$ cat config.mk
export PLATFORM = sky130hd
export DESIGN_NAME = c_hex_array_text_to_bytes_unit
export DESIGN_NICKNAME = d
export VERILOG_FILES = /design/src/rtl/core/chx_pkg.sv /design/src/rtl/core/c_hex_array_text_to_bytes_unit.sv
export SDC_FILE = /design/constraint.sdc
export NUM_CORES = 1
export LEC_CHECK = 0
export ABC_AREA = 0
export BUFFER_PORTS_ARGS = -buffer_cell sky130_fd_sc_hd__buf_2
export CORE_MARGIN = 2
export CORE_UTILIZATION = 60
export DETAILED_ROUTE_END_ITERATION = 12
export PLACE_DENSITY = 0.79
export SETUP_SLACK_MARGIN = 0.5
export SLEW_MARGIN = 20
export SYNTH_ARGS = -nofsm -noshare
export SYNTH_HDL_FRONTEND = slang
export SYNTH_SLANG_ARGS = --single-unit
$ cat constraint.sdc
create_clock -name i_clk -period 11.6 [get_ports i_clk]
set_clock_uncertainty 0.15 [all_clocks]
set_input_delay 3.48 -clock i_clk [delete_from_list [all_inputs] [get_ports i_clk]]
set_output_delay 3.48 -clock i_clk [all_outputs]
set_load 0.02 [all_outputs]
$ cat src/rtl/core/chx_pkg.sv
// ----------------------------------------------------------------------------
// chx_pkg
// Shared types and constants for the C hex array text-to-bytes parser.
// ----------------------------------------------------------------------------
`default_nettype none

package chx_pkg;

    // Input word: one character of source text
    typedef struct packed {
        logic [7:0] ch;
        logic       end_of_text;
    } t_in_word;

    // Result word
    typedef struct packed {
        logic [7:0]  data_byte;
        logic        has_byte;
        logic [2:0]  status;
        logic        final_res;
        logic [23:0] byte_count;
    } t_out_word;

    // Status codes
    localparam logic [2:0] ST_OK         = 3'd0;
    localparam logic [2:0] ST_INCOMPLETE = 3'd1;
    localparam logic [2:0] ST_NO_DECL    = 3'd2;
    localparam logic [2:0] ST_NO_SIZE    = 3'd3;
    localparam logic [2:0] ST_BAD_SIZE   = 3'd4;
    localparam logic [2:0] ST_NO_BRACE   = 3'd5;
    localparam logic [2:0] ST_NO_BYTES   = 3'd6;

    // Register map
    localparam int          APB_ADDR_W   = 3;
    localparam logic [23:0] MAX_BYTES_RST = 24'd200000;

    // Declaration phrase "const unsigned char"
    localparam logic [4:0] PHRASE_LEN   = 5'd19;
    localparam logic [4:0] PHRASE_RETRY = 5'd16;   // matched length up to the second 'c'
    localparam logic [24:0] SIZE_CAP    = 25'h1FFFFFF;

    // Result queue
    localparam int FIFO_DEPTH = 4;
    localparam int FIFO_PTR_W = 2;
    localparam int FIFO_CNT_W = 3;

    function automatic logic [7:0] phrase_char(input logic [4:0] idx);
        logic [7:0] c;
        case (idx)
            5'd0:    c = "c";
            5'd1:    c = "o";
            5'd2:    c = "n";
            5'd3:    c = "s";
            5'd4:    c = "t";
            5'd5:    c = " ";
            5'd6:    c = "u";
            5'd7:    c = "n";
            5'd8:    c = "s";
            5'd9:    c = "i";
            5'd10:   c = "g";
            5'd11:   c = "n";
            5'd12:   c = "e";
            5'd13:   c = "d";
            5'd14:   c = " ";
            5'd15:   c = "c";
            5'd16:   c = "h";
            5'd17:   c = "a";
            5'd18:   c = "r";
            default: c = 8'h00;
        endcase
        return c;
    endfunction

    // Hex digit value; 16 marks a non-hex character
    function automatic logic [4:0] hex_value(input logic [7:0] c);
        logic [4:0] v;
        if (c >= "0" && c <= "9") begin
            v = 5'(c - "0");
        end else if (c >= "a" && c <= "f") begin
            v = 5'(c - "a" + 8'd10);
        end else if (c >= "A" && c <= "F") begin
            v = 5'(c - "A" + 8'd10);
        end else begin
            v = 5'd16;
        end
        return v;
    endfunction

    function automatic logic is_blank(input logic [7:0] c);
        return (c == " ") || (c >= 8'd9 && c <= 8'd13);
    endfunction

    function automatic logic is_digit(input logic [7:0] c);
        return (c >= "0") && (c <= "9");
    endfunction

endpackage

`default_nettype wire

$ cat src/rtl/core/c_hex_array_text_to_bytes_unit.sv
// ----------------------------------------------------------------------------
// c_hex_array_text_to_bytes_unit
// Streaming parser: finds a "const unsigned char" array declaration in C
// text and emits its 0x.. bytes in pair-swapped order plus a final status.
// ----------------------------------------------------------------------------
// Takes one text character per cycle while the result queue has room. A
// character is registered, then parsed combinationally against the parser
// state, and the 0 to 3 result words it causes are written into a four-word
// queue that drives the output port. A character that produces one or no word
// never holds up the stream while the output is drained every cycle; a
// character that produces two or three words (a byte pair, with or without a
// closing status) holds the input until the queue is back to one word, since
// the output port moves one word per cycle. max_bytes sits at byte address 0.
`default_nettype none

module c_hex_array_text_to_bytes_unit #(
    parameter int COUNT_BITS = 24
) (
    input  wire                          i_clk,
    input  wire                          i_rst_n,
    // text input
    input  wire                          i_in_valid,
    output logic                         o_in_ready,
    input  wire chx_pkg::t_in_word       i_in_word,
    // results
    output logic                         o_out_valid,
    input  wire                          i_out_ready,
    output chx_pkg::t_out_word           o_out_word,
    // register port
    input  wire                          psel,
    input  wire                          penable,
    input  wire                          pwrite,
    input  wire [chx_pkg::APB_ADDR_W-1:0] paddr,
    input  wire [31:0]                   pwdata,
    output logic [31:0]                  prdata,
    output logic                         pready
);
    import chx_pkg::*;

    localparam logic [32:0] CountMask = (33'd1 << COUNT_BITS) - 33'd1;

    typedef enum logic [5:0] {
        PH_SEARCH   = 6'b000001,
        PH_LBRACKET = 6'b000010,
        PH_SIZE     = 6'b000100,
        PH_BRACE    = 6'b001000,
        PH_DATA     = 6'b010000,
        PH_DONE     = 6'b100000
    } t_phase;

    typedef enum logic [3:0] {
        SS_BLANK = 4'b0001,
        SS_POS   = 4'b0010,
        SS_NEG   = 4'b0100,
        SS_END   = 4'b1000
    } t_size_sub;

    typedef enum logic [3:0] {
        TK_IDLE = 4'b0001,
        TK_ZERO = 4'b0010,
        TK_X    = 4'b0100,
        TK_HIGH = 4'b1000
    } t_tok;

    // config register
    logic [23:0] r_max_bytes;
    logic        cfg_wr;

    // input stage
    logic     r_in_vld;
    t_in_word r_in;
    logic     fire;

    // parser state
    t_phase                r_phase,    n_phase;
    logic [4:0]            r_match,    n_match;
    t_size_sub             r_sub,      n_sub;
    logic [24:0]           r_acc,      n_acc;
    t_tok                  r_tok,      n_tok;
    logic [3:0]            r_high,     n_high;
    logic [7:0]            r_held,     n_held;
    logic                  r_held_vld, n_held_vld;
    logic [COUNT_BITS-1:0] r_count,    n_count;

    // results of this step
    t_out_word       res [4];
    logic [1:0]      push_n;

    // result queue
    t_out_word             r_fifo [FIFO_DEPTH];
    logic [FIFO_PTR_W-1:0] r_wr_ptr, r_rd_ptr;
    logic [FIFO_CNT_W-1:0] r_fifo_cnt;
    logic                  pop;

    // ------------------------------------------------------------------
    // Register port
    // ------------------------------------------------------------------
    assign pready = 1'b1;
    assign cfg_wr = psel && penable && pwrite && !paddr[APB_ADDR_W-1];
    assign prdata = paddr[APB_ADDR_W-1] ? 32'd0 : {8'd0, r_max_bytes};

    always_ff @(posedge i_clk) begin
        if (!i_rst_n) begin
            r_max_bytes <= MAX_BYTES_RST;
        end else if (cfg_wr) begin
            r_max_bytes <= pwdata[23:0];
        end
    end

    // ------------------------------------------------------------------
    // Input stage: parse when the queue has room for three words
    // ------------------------------------------------------------------
    assign fire       = r_in_vld && (r_fifo_cnt <= FIFO_CNT_W'(FIFO_DEPTH - 3));
    assign o_in_ready = !r_in_vld || fire;

    always_ff @(posedge i_clk) begin
        if (!i_rst_n) begin
            r_in_vld <= 1'b0;
        end else if (o_in_ready) begin
            r_in_vld <= i_in_valid;
        end
    end

    always_ff @(posedge i_clk) begin
        if (o_in_ready && i_in_valid) begin
            r_in <= i_in_word;
        end
    end

    // ------------------------------------------------------------------
    // Parser step
    // ------------------------------------------------------------------
    always_comb begin
        logic [7:0]  c;
        logic [4:0]  hv;
        logic [28:0] prod;
        logic [24:0] sz;
        logic        bad;
        logic        got;
        logic        done;
        logic [7:0]  v;
        logic [2:0]  st;
        logic [31:0] cnt32;

        c          = r_in.ch;
        hv         = hex_value(c);
        prod       = {r_acc, 3'b000} + {3'b000, r_acc, 1'b0} + 29'(c - "0");
        sz         = (r_sub == SS_NEG) ? 25'd0 : r_acc;
        bad        = 1'b0;
        got        = 1'b0;
        done       = 1'b0;
        v          = {r_high, hv[3:0]};
        st         = ST_OK;
        cnt32      = 32'd0;

        n_phase    = r_phase;
        n_match    = r_match;
        n_sub      = r_sub;
        n_acc      = r_acc;
        n_tok      = r_tok;
        n_high     = r_high;
        n_held     = r_held;
        n_held_vld = r_held_vld;
        n_count    = r_count;

        for (int k = 0; k < 4; k++) begin
            res[k] = '0;
        end
        push_n = 2'd0;

        case (r_phase)
            // phrase match with one-step fallback
            PH_SEARCH: begin
                if (c == phrase_char(r_match)) begin
                    if (r_match == PHRASE_LEN - 5'd1) begin
                        n_phase = PH_LBRACKET;
                        n_match = 5'd0;
                    end else begin
                        n_match = r_match + 5'd1;
                    end
                end else if (r_match == PHRASE_RETRY && c == "o") begin
                    n_match = 5'd2;
                end else begin
                    n_match = (c == "c") ? 5'd1 : 5'd0;
                end
            end
            PH_LBRACKET: begin
                if (c == "[") begin
                    n_phase = PH_SIZE;
                    n_sub   = SS_BLANK;
                    n_acc   = 25'd0;
                end
            end
            // atoi-style size, saturating
            PH_SIZE: begin
                if (c == "]") begin
                    n_acc = sz;
                    bad   = (sz == 25'd0) || (sz > {1'b0, r_max_bytes})
                            || ({8'd0, sz} > CountMask);
                    if (bad) begin
                        res[0].status    = ST_BAD_SIZE;
                        res[0].final_res = 1'b1;
                        push_n           = 2'd1;
                        n_phase          = PH_DONE;
                    end else begin
                        n_phase = PH_BRACE;
                    end
                end else begin
                    case (r_sub)
                        SS_BLANK: begin
                            if (is_blank(c)) begin
                                n_sub = SS_BLANK;
                            end else if (c == "+") begin
                                n_sub = SS_POS;
                            end else if (c == "-") begin
                                n_sub = SS_NEG;
                            end else if (!is_digit(c)) begin
                                n_sub = SS_END;
                            end else begin
                                n_sub = SS_POS;
                                n_acc = (prod > {4'd0, SIZE_CAP}) ? SIZE_CAP : prod[24:0];
                            end
                        end
                        SS_POS: begin
                            if (is_digit(c)) begin
                                n_acc = (prod > {4'd0, SIZE_CAP}) ? SIZE_CAP : prod[24:0];
                            end else begin
                                n_sub = SS_END;
                            end
                        end
                        SS_NEG: begin
                            if (!is_digit(c)) begin
                                n_sub = SS_END;
                            end
                        end
                        default: begin
                            n_sub = SS_END;
                        end
                    endcase
                end
            end
            PH_BRACE: begin
                if (c == "{") begin
                    n_phase = PH_DATA;
                    n_tok   = TK_IDLE;
                end
            end
            // 0x token scan
            PH_DATA: begin
                case (r_tok)
                    TK_ZERO: begin
                        if (c == "x" || c == "X") begin
                            n_tok = TK_X;
                        end else begin
                            n_tok = (c == "0") ? TK_ZERO : TK_IDLE;
                        end
                    end
                    TK_X: begin
                        if (!hv[4]) begin
                            n_high = hv[3:0];
                            n_tok  = TK_HIGH;
                        end else begin
                            n_tok = TK_IDLE;
                        end
                    end
                    TK_HIGH: begin
                        if (!hv[4]) begin
                            got   = 1'b1;
                            n_tok = TK_IDLE;
                        end else begin
                            n_tok = (c == "0") ? TK_ZERO : TK_IDLE;
                        end
                    end
                    default: begin
                        n_tok = (c == "0") ? TK_ZERO : TK_IDLE;
                    end
                endcase

                if (got) begin
                    n_count = r_count + 1'b1;
                    done    = (33'(n_count) >= 33'(r_acc));
                    if (r_held_vld) begin
                        // pair swap: newer byte first
                        res[0].data_byte = v;
                        res[0].has_byte  = 1'b1;
                        res[1].data_byte = r_held;
                        res[1].has_byte  = 1'b1;
                        res[1].final_res = done;
                        push_n           = 2'd2;
                        n_held_vld       = 1'b0;
                    end else if (done) begin
                        res[0].data_byte = v;
                        res[0].has_byte  = 1'b1;
                        res[0].final_res = 1'b1;
                        push_n           = 2'd1;
                    end else begin
                        n_held     = v;
                        n_held_vld = 1'b1;
                    end
                    if (done) begin
                        n_phase = PH_DONE;
                    end
                end
            end
            default: begin
                n_phase = r_phase;
            end
        endcase

        // end of text: closing status word, then clear
        if (r_in.end_of_text) begin
            if (n_phase != PH_DONE) begin
                if (n_phase == PH_SEARCH) begin
                    st = ST_NO_DECL;
                end else if (n_phase == PH_LBRACKET || n_phase == PH_SIZE) begin
                    st = ST_NO_SIZE;
                end else if (n_phase == PH_BRACE) begin
                    st = ST_NO_BRACE;
                end else begin
                    st = (n_count == '0) ? ST_NO_BYTES : ST_INCOMPLETE;
                end
                res[push_n].status    = st;
                res[push_n].final_res = 1'b1;
                if (n_phase == PH_DATA && n_held_vld) begin
                    res[push_n].data_byte = n_held;
                    res[push_n].has_byte  = 1'b1;
                end
                push_n = push_n + 2'd1;
            end
        end

        // all words of one step carry the same count
        cnt32 = 32'(n_count);
        for (int k = 0; k < 4; k++) begin
            res[k].byte_count = cnt32[23:0];
        end

        if (r_in.end_of_text) begin
            n_phase    = PH_SEARCH;
            n_match    = 5'd0;
            n_sub      = SS_BLANK;
            n_acc      = 25'd0;
            n_tok      = TK_IDLE;
            n_high     = 4'd0;
            n_held     = 8'd0;
            n_held_vld = 1'b0;
            n_count    = '0;
        end
    end

    // parser state registers
    always_ff @(posedge i_clk) begin
        if (!i_rst_n) begin
            r_phase    <= PH_SEARCH;
            r_match    <= 5'd0;
            r_sub      <= SS_BLANK;
            r_acc      <= 25'd0;
            r_tok      <= TK_IDLE;
            r_high     <= 4'd0;
            r_held     <= 8'd0;
            r_held_vld <= 1'b0;
            r_count    <= '0;
        end else if (fire) begin
            r_phase    <= n_phase;
            r_match    <= n_match;
            r_sub      <= n_sub;
            r_acc      <= n_acc;
            r_tok      <= n_tok;
            r_high     <= n_high;
            r_held     <= n_held;
            r_held_vld <= n_held_vld;
            r_count    <= n_count;
        end
    end

    // ------------------------------------------------------------------
    // Result queue
    // ------------------------------------------------------------------
    assign pop         = o_out_valid && i_out_ready;
    assign o_out_valid = (r_fifo_cnt != '0);
    assign o_out_word  = r_fifo[r_rd_ptr];

    always_ff @(posedge i_clk) begin
        logic [FIFO_PTR_W-1:0] ofs;
        for (int j = 0; j < FIFO_DEPTH; j++) begin
            ofs = FIFO_PTR_W'(j) - r_wr_ptr;
            if (fire && (ofs < push_n)) begin
                r_fifo[j] <= res[ofs];
            end
        end
    end

    always_ff @(posedge i_clk) begin
        if (!i_rst_n) begin
            r_wr_ptr   <= '0;
            r_rd_ptr   <= '0;
            r_fifo_cnt <= '0;
        end else begin
            if (fire) begin
                r_wr_ptr <= r_wr_ptr + FIFO_PTR_W'(push_n);
            end
            if (pop) begin
                r_rd_ptr <= r_rd_ptr + 1'b1;
            end
            r_fifo_cnt <= r_fifo_cnt
                          + (fire ? FIFO_CNT_W'(push_n) : '0)
                          - FIFO_CNT_W'(pop);
        end
    end

endmodule

`default_nettype wire

### Word-level counts from Yosys, hierarchy flattened

Memory sizes are Yosys's and may differ from the RTL's. A register that Yosys moved wholly into a read port is not among the register bits.
Cells that the tools add are included.

* RAM bits: 148
* bits of input ports: 51
* word-level logic and storage cells: 285
* output and inout bits: 72
* memories kept: 2
* register bits: 122
* ROM bits: 224

* bitwise operators: 5
* reductions and logical operators: 39
* magnitude comparators: 23
* equal/unequal tests: 40
* add/sub/neg operators: 19
* multiplexer cells: 141

Memory list
* (name not given): depth 32, width 7, read ports 1, clocked after memory_dff 1, write ports 0, RTL line chx_pkg.sv:49 `case (idx)`
* r_fifo: depth 4, width 37, read ports 1, clocked after memory_dff 1, write ports 4, RTL line c_hex_array_text_to_bytes_unit.sv:90 `t_out_word r_fifo [FIFO_DEPTH];`

Operators by type and width (count)
* bitwise mux 148 bit: 4
* two-way mux 148 bit: 3
* two-way mux 37 bit: 9
* binary-select mux 37 bit (select 2 bit): 4
* demux 37 bit (select 2 bit): 4
* two-way mux 25 bit: 10
* case mux 25 bit (2 select lines): 2
* two-way mux 24 bit: 4
* two-way mux 4 bit: 17
* two-way mux 9 bit: 7
* == test 8 x 7 -> 1 bit (second input constant): 7
* two-way mux 6 bit: 9
* two-way mux 8 bit: 6
* two-way mux 5 bit: 9
* == test 8 x 6 -> 1 bit (second input constant): 4
* case mux 6 bit (5 select lines): 1
* adder 28 x 26 -> 29 bit: 1
* adder 29 bit: 1
* > comparator 29 x 25 -> 1 bit (second input constant): 1
* two-way mux 29 bit: 1
* two-way mux 28 bit: 1
* two-way mux 1 bit: 26
* >= comparator 24 x 25 -> 1 bit: 1
* > comparator 25 x 24 -> 1 bit: 1
* 60 further kinds: 134

### Logic depth before layout (Yosys ltp)

* word-level depth: 27
* depth in mapped cells: 25
* depth with buffers taken out: 24

### Least setup slack after synthesis

Ideal clock, no wire load.

* path type: flip-flop to flip-flop
* from: register r_count[0]
* to: memory r_fifo[3][0] (netlist name) (enable)
* library setup time: 0.477 ns
* buffers on the path: 1
* data required time: 10.973 ns
* arrival time: 7.318 ns
* setup slack: 3.655 ns
* cell stages (with the launch flop): 22
* clock period less this slack: 7.945 ns
* path through: dfxtp_1 -> ha_1 -> nand3_1 -> nor4_1 -> and3_1 -> and3_1 -> nand3_1 -> xnor2_1 -> ha_1 -> nand4_1 -> nor3_1 -> o311a_1 -> o41ai_1 -> and2_1 -> o31a_1 -> clkbuf_1 -> o31ai_4 -> nor2_1 -> a21oi_1 -> ha_1 -> nor2b_1 -> nor3_1

RTL lines
* from (decl): RTL line c_hex_array_text_to_bytes_unit.sv:83 `logic [COUNT_BITS-1:0] r_count, n_count;`
* from (signal assigned): RTL line c_hex_array_text_to_bytes_unit.sv:372 `r_count <= n_count;`
* to (decl): RTL line c_hex_array_text_to_bytes_unit.sv:90

### Worst setup path in the final report

* from: input port paddr[2] (netlist name)
* to: output port prdata[5]

* word-level cells in the longest chain between the ends: 1

Ends and longest elaborated chain
* from (decl): RTL line c_hex_array_text_to_bytes_unit.sv:33 `input wire [chx_pkg::APB_ADDR_W-1:0] paddr,`
* two-way mux 24 bit: RTL line c_hex_array_text_to_bytes_unit.sv:100 `assign prdata = paddr[APB_ADDR_W-1] ? 32'd0 : {8'd0, r_max_bytes};`
* to (decl): RTL line c_hex_array_text_to_bytes_unit.sv:35 `output logic [31:0] prdata,`

No other way between the ends.

==> impl_metrics.env <==
export IMPL_synth_warnings=0
export IMPL_cp_max_fo=26
export IMPL_min_from="r_max_bytes[19]"
export IMPL_outcome="completed"
export IMPL_ys_flop_type="edfxtp_1"
export IMPL_io_pins=123
export IMPL_grt_max_degree=75
export IMPL_final_common_cell="nor2_1"
export IMPL_avgSynthCellArea_um2=9.454
export IMPL_fin_crit_ns=7.693
export IMPL_internal_power_mw=1.840
export IMPL_cp_data_required_time_ns=7.97
export IMPL_crit_chain="buf_2 -> nor2_1 -> buf_2"
export IMPL_netlist_instances=1929
export IMPL_grt_pass1_wl_mm=76.27
export IMPL_fin_nets=2159
export IMPL_rows=63
export IMPL_drive_gt1_share_pct=12.74
export IMPL_critical_path_max_stage_delay_ns=0.33
export IMPL_drc=0
export IMPL_ir_drop_mv=0.1306
export IMPL_clock_path_buffers=3
export IMPL_die_h_um=178.3
export IMPL_cts_root_buffer="clkbuf_16"
export IMPL_hold_depth=2
export IMPL_finalCritPeriodShare_pct=66.32
export IMPL_endpoint_kind="output port"
export IMPL_vias=15270
export IMPL_critPathLaunch="paddr[2]"
export IMPL_rsz0062_at_grt="no"
export IMPL_ys_async_sr_fraction_pct=0
export IMPL_power_density_mw_per_mm2=132.3
export IMPL_yosysSeqAreaShare_pct=39.24
export IMPL_r2r_cells=21
export IMPL_tns_ns=0
export IMPL_setup_worst_path_start_class="input pin"
export IMPL_final_antenna_net_count=0
export IMPL_critPathKind="in2out"
export IMPL_design_area_mm2=0.01987
export IMPL_clock_latency_ns=0.56
export IMPL_clockPowerShare_pct=33.8
export IMPL_diodes=0
export IMPL_crit_top_cell="buf_2"
export IMPL_syn_area_mm2=0.01824
export IMPL_port_buffers=103
export IMPL_post_cts_setup_buffer_count=0
export IMPL_synth_edf_count=157
export IMPL_cts_tree="yes"
export IMPL_cts_resized_gates=0
export IMPL_power_switching_uw=789.7
export IMPL_combPwrFrac_pct=22.9
export IMPL_dpl_hpwl_mm=33.67
export IMPL_most_common_layout_cells="194 x nor2_1, 184 x nand2_1, 157 x edfxtp_1, 120 x dfxtp_1, 114 x o21ai_0"
export IMPL_dr_pass1_iters=5
export IMPL_max_cap_violations=0
export IMPL_seqPwrFrac_pct=43.3
export IMPL_cts_hold_fix_buffers=0
export IMPL_grt_pass1_vias=14970
export IMPL_cts_sinks=279
export IMPL_chipWidth_um=178.3
export IMPL_critPathSlowestCell="buf_2"
export IMPL_synth_cell_types=91
export IMPL_hold_class="reg2reg"
export IMPL_leakage_nw=7.650
export IMPL_design_die_area_mm2=0.03181
export IMPL_max_freq_ghz=0.1300
export IMPL_relSlewSlack_pct=25.17
export IMPL_antenna_found_initial=0
export IMPL_routed_wl_mm=47.25
export IMPL_cts_reportedPaths_clkPinSlew_ns=0.06
export IMPL_arrival_ns=4.06
export IMPL_tightest_slew_ns=1.118
export IMPL_hold_violations=0
export IMPL_h_tree_depth=1
export IMPL_grt_usage_pct=30.06
export IMPL_worstReg2RegStart="r_count[0]"
export IMPL_core_area_mm2=0.02980
export IMPL_overflow=0
export IMPL_switching_share_pct=30.03
export IMPL_routed_via_density=6.407
export IMPL_postPlaceCellArea_mm2=0.01897
export IMPL_wl_per_cell_um=19.83
export IMPL_initial_core_util_pct=61.21
export IMPL_finalSetupViolCount=0
export IMPL_syn_to_final_growth_pct=8.946
export IMPL_maxSlewViolCount=0
export IMPL_synth_seq_cells=279
export IMPL_drt_iter0_drc=1382
export IMPL_gp_congestion=0.9598
export IMPL_cts_buffers=28
-- path summary, 6_finish.rpt --
kind / to / slack [ns]
hold / removal: r_max_bytes[19] / 0.30
setup / recovery: prdata[5] / 3.91
setup reg to reg: r_fifo[2][27] / 3.99
hold reg to reg: r_max_bytes[19] / 0.30
-- sequential cells by signal, indices dropped and copies added, names as in the netlist, 4 cells and up, named ones only --
register,cells
r_acc,25
r_count,24
r_fifo,148
r_held,8
r_high,4
r_in,9
r_match,5
r_max_bytes,24
r_phase,6
r_sub,4
r_tok,4
-- stage by stage --
| step | instances | hold WS [ns] | setup WS, ns | power, mW | utilization (%) |
|---|---|---|---|---|---|
| 2_1_floorplan | 1936 | 0.2819 | 3.655 | 1.590 | - |
| 3_3_place_gp | 2331 | 0.2898 | 3.939 | 1.742 | 63.68 |
| 3_5_place_dp | 2331 | 0.2988 | 3.910 | 1.760 | 63.68 |
| 4_1_cts | 2383 | 0.3071 | 3.906 | 2.644 | 66.68 |
| 5_1_grt | 2383 | 0.3229 | 3.569 | 2.740 | 66.68 |
| 6_report | 2383 | 0.3043 | 3.907 | 2.629 | 66.68 |
-- cell families (layout without fill, tap and decap cells) --
group,count (synthesis),after routing,share of synthesized area [%]
other,2,9,0.04118
XOR/XNOR,86,86,4.130
AND/OR/NAND/NOR,673,673,18.02
AO/OA/AOI/OAI,451,451,16.46
adder cells (fa/ha/maj),137,137,10.43
multiplexers,74,74,6.730
flip-flops,279,279,39.24
buffers and inverters,227,284,4.953
-- power groups by stage --
stage               combinational (mW)  clock [mW]  sequential, mW
floorplan                        0.451           0            1.14
global placement                 0.589           0            1.15
detailed placement               0.602           0            1.16
CTS                              0.604       0.902            1.14
global route                     0.659       0.939            1.14
finish                           0.603       0.889            1.14
-- synthesized netlist by cell type, drive strengths merged (27+ instances only) --
| master | count | area, um2 |
|---|---|---|
| inv | 108 | 405.4 |
| nand2 | 184 | 690.7 |
| nand3 | 44 | 220.2 |
| nor2 | 196 | 740.7 |
| dfxtp | 122 | 2442 |
| a22oi | 27 | 202.7 |
| mux4 | 38 | 855.8 |
| xnor2 | 51 | 446.7 |
| o21ai | 117 | 589.3 |
| xor2 | 35 | 306.5 |
| nand4 | 34 | 212.7 |
| mux2i | 27 | 270.3 |
| buf | 33 | 175.2 |
| edfxtp | 157 | 4715 |
| nor3 | 52 | 260.3 |
| ha | 112 | 1401 |
| a21oi | 108 | 544.3 |
| clkbuf | 86 | 322.8 |
-- layer usage --
layer / GRT usage (%) / vias to the layer above / share of wire (%)
li1: - / 7162 / -
met1: 40.10 / 7323 / 42
met2: 49.07 / 658 / 47
met3: 4.987 / 125 / 7.6
met4: 11.79 / 0 / 3.4
met5: 0 / - / 0
-- layout make-up --
cell class,instances,area (um2)
tap,390,488.0
sequential,279,7159
clock buffer,39,773.2
timing repair buffer,124,673.1
multi-input combinational,1430,10250
fill,2366,9927
inverter,108,405.4
clock inverter,13,122.6
-- critical path, delay by kind of cell --
family / cells / cell delay [ns]
and+or+nand+nor: 1 / 0.08
buffers and inverters: 2 / 0.50
Power figures use the tool's default switching activity.
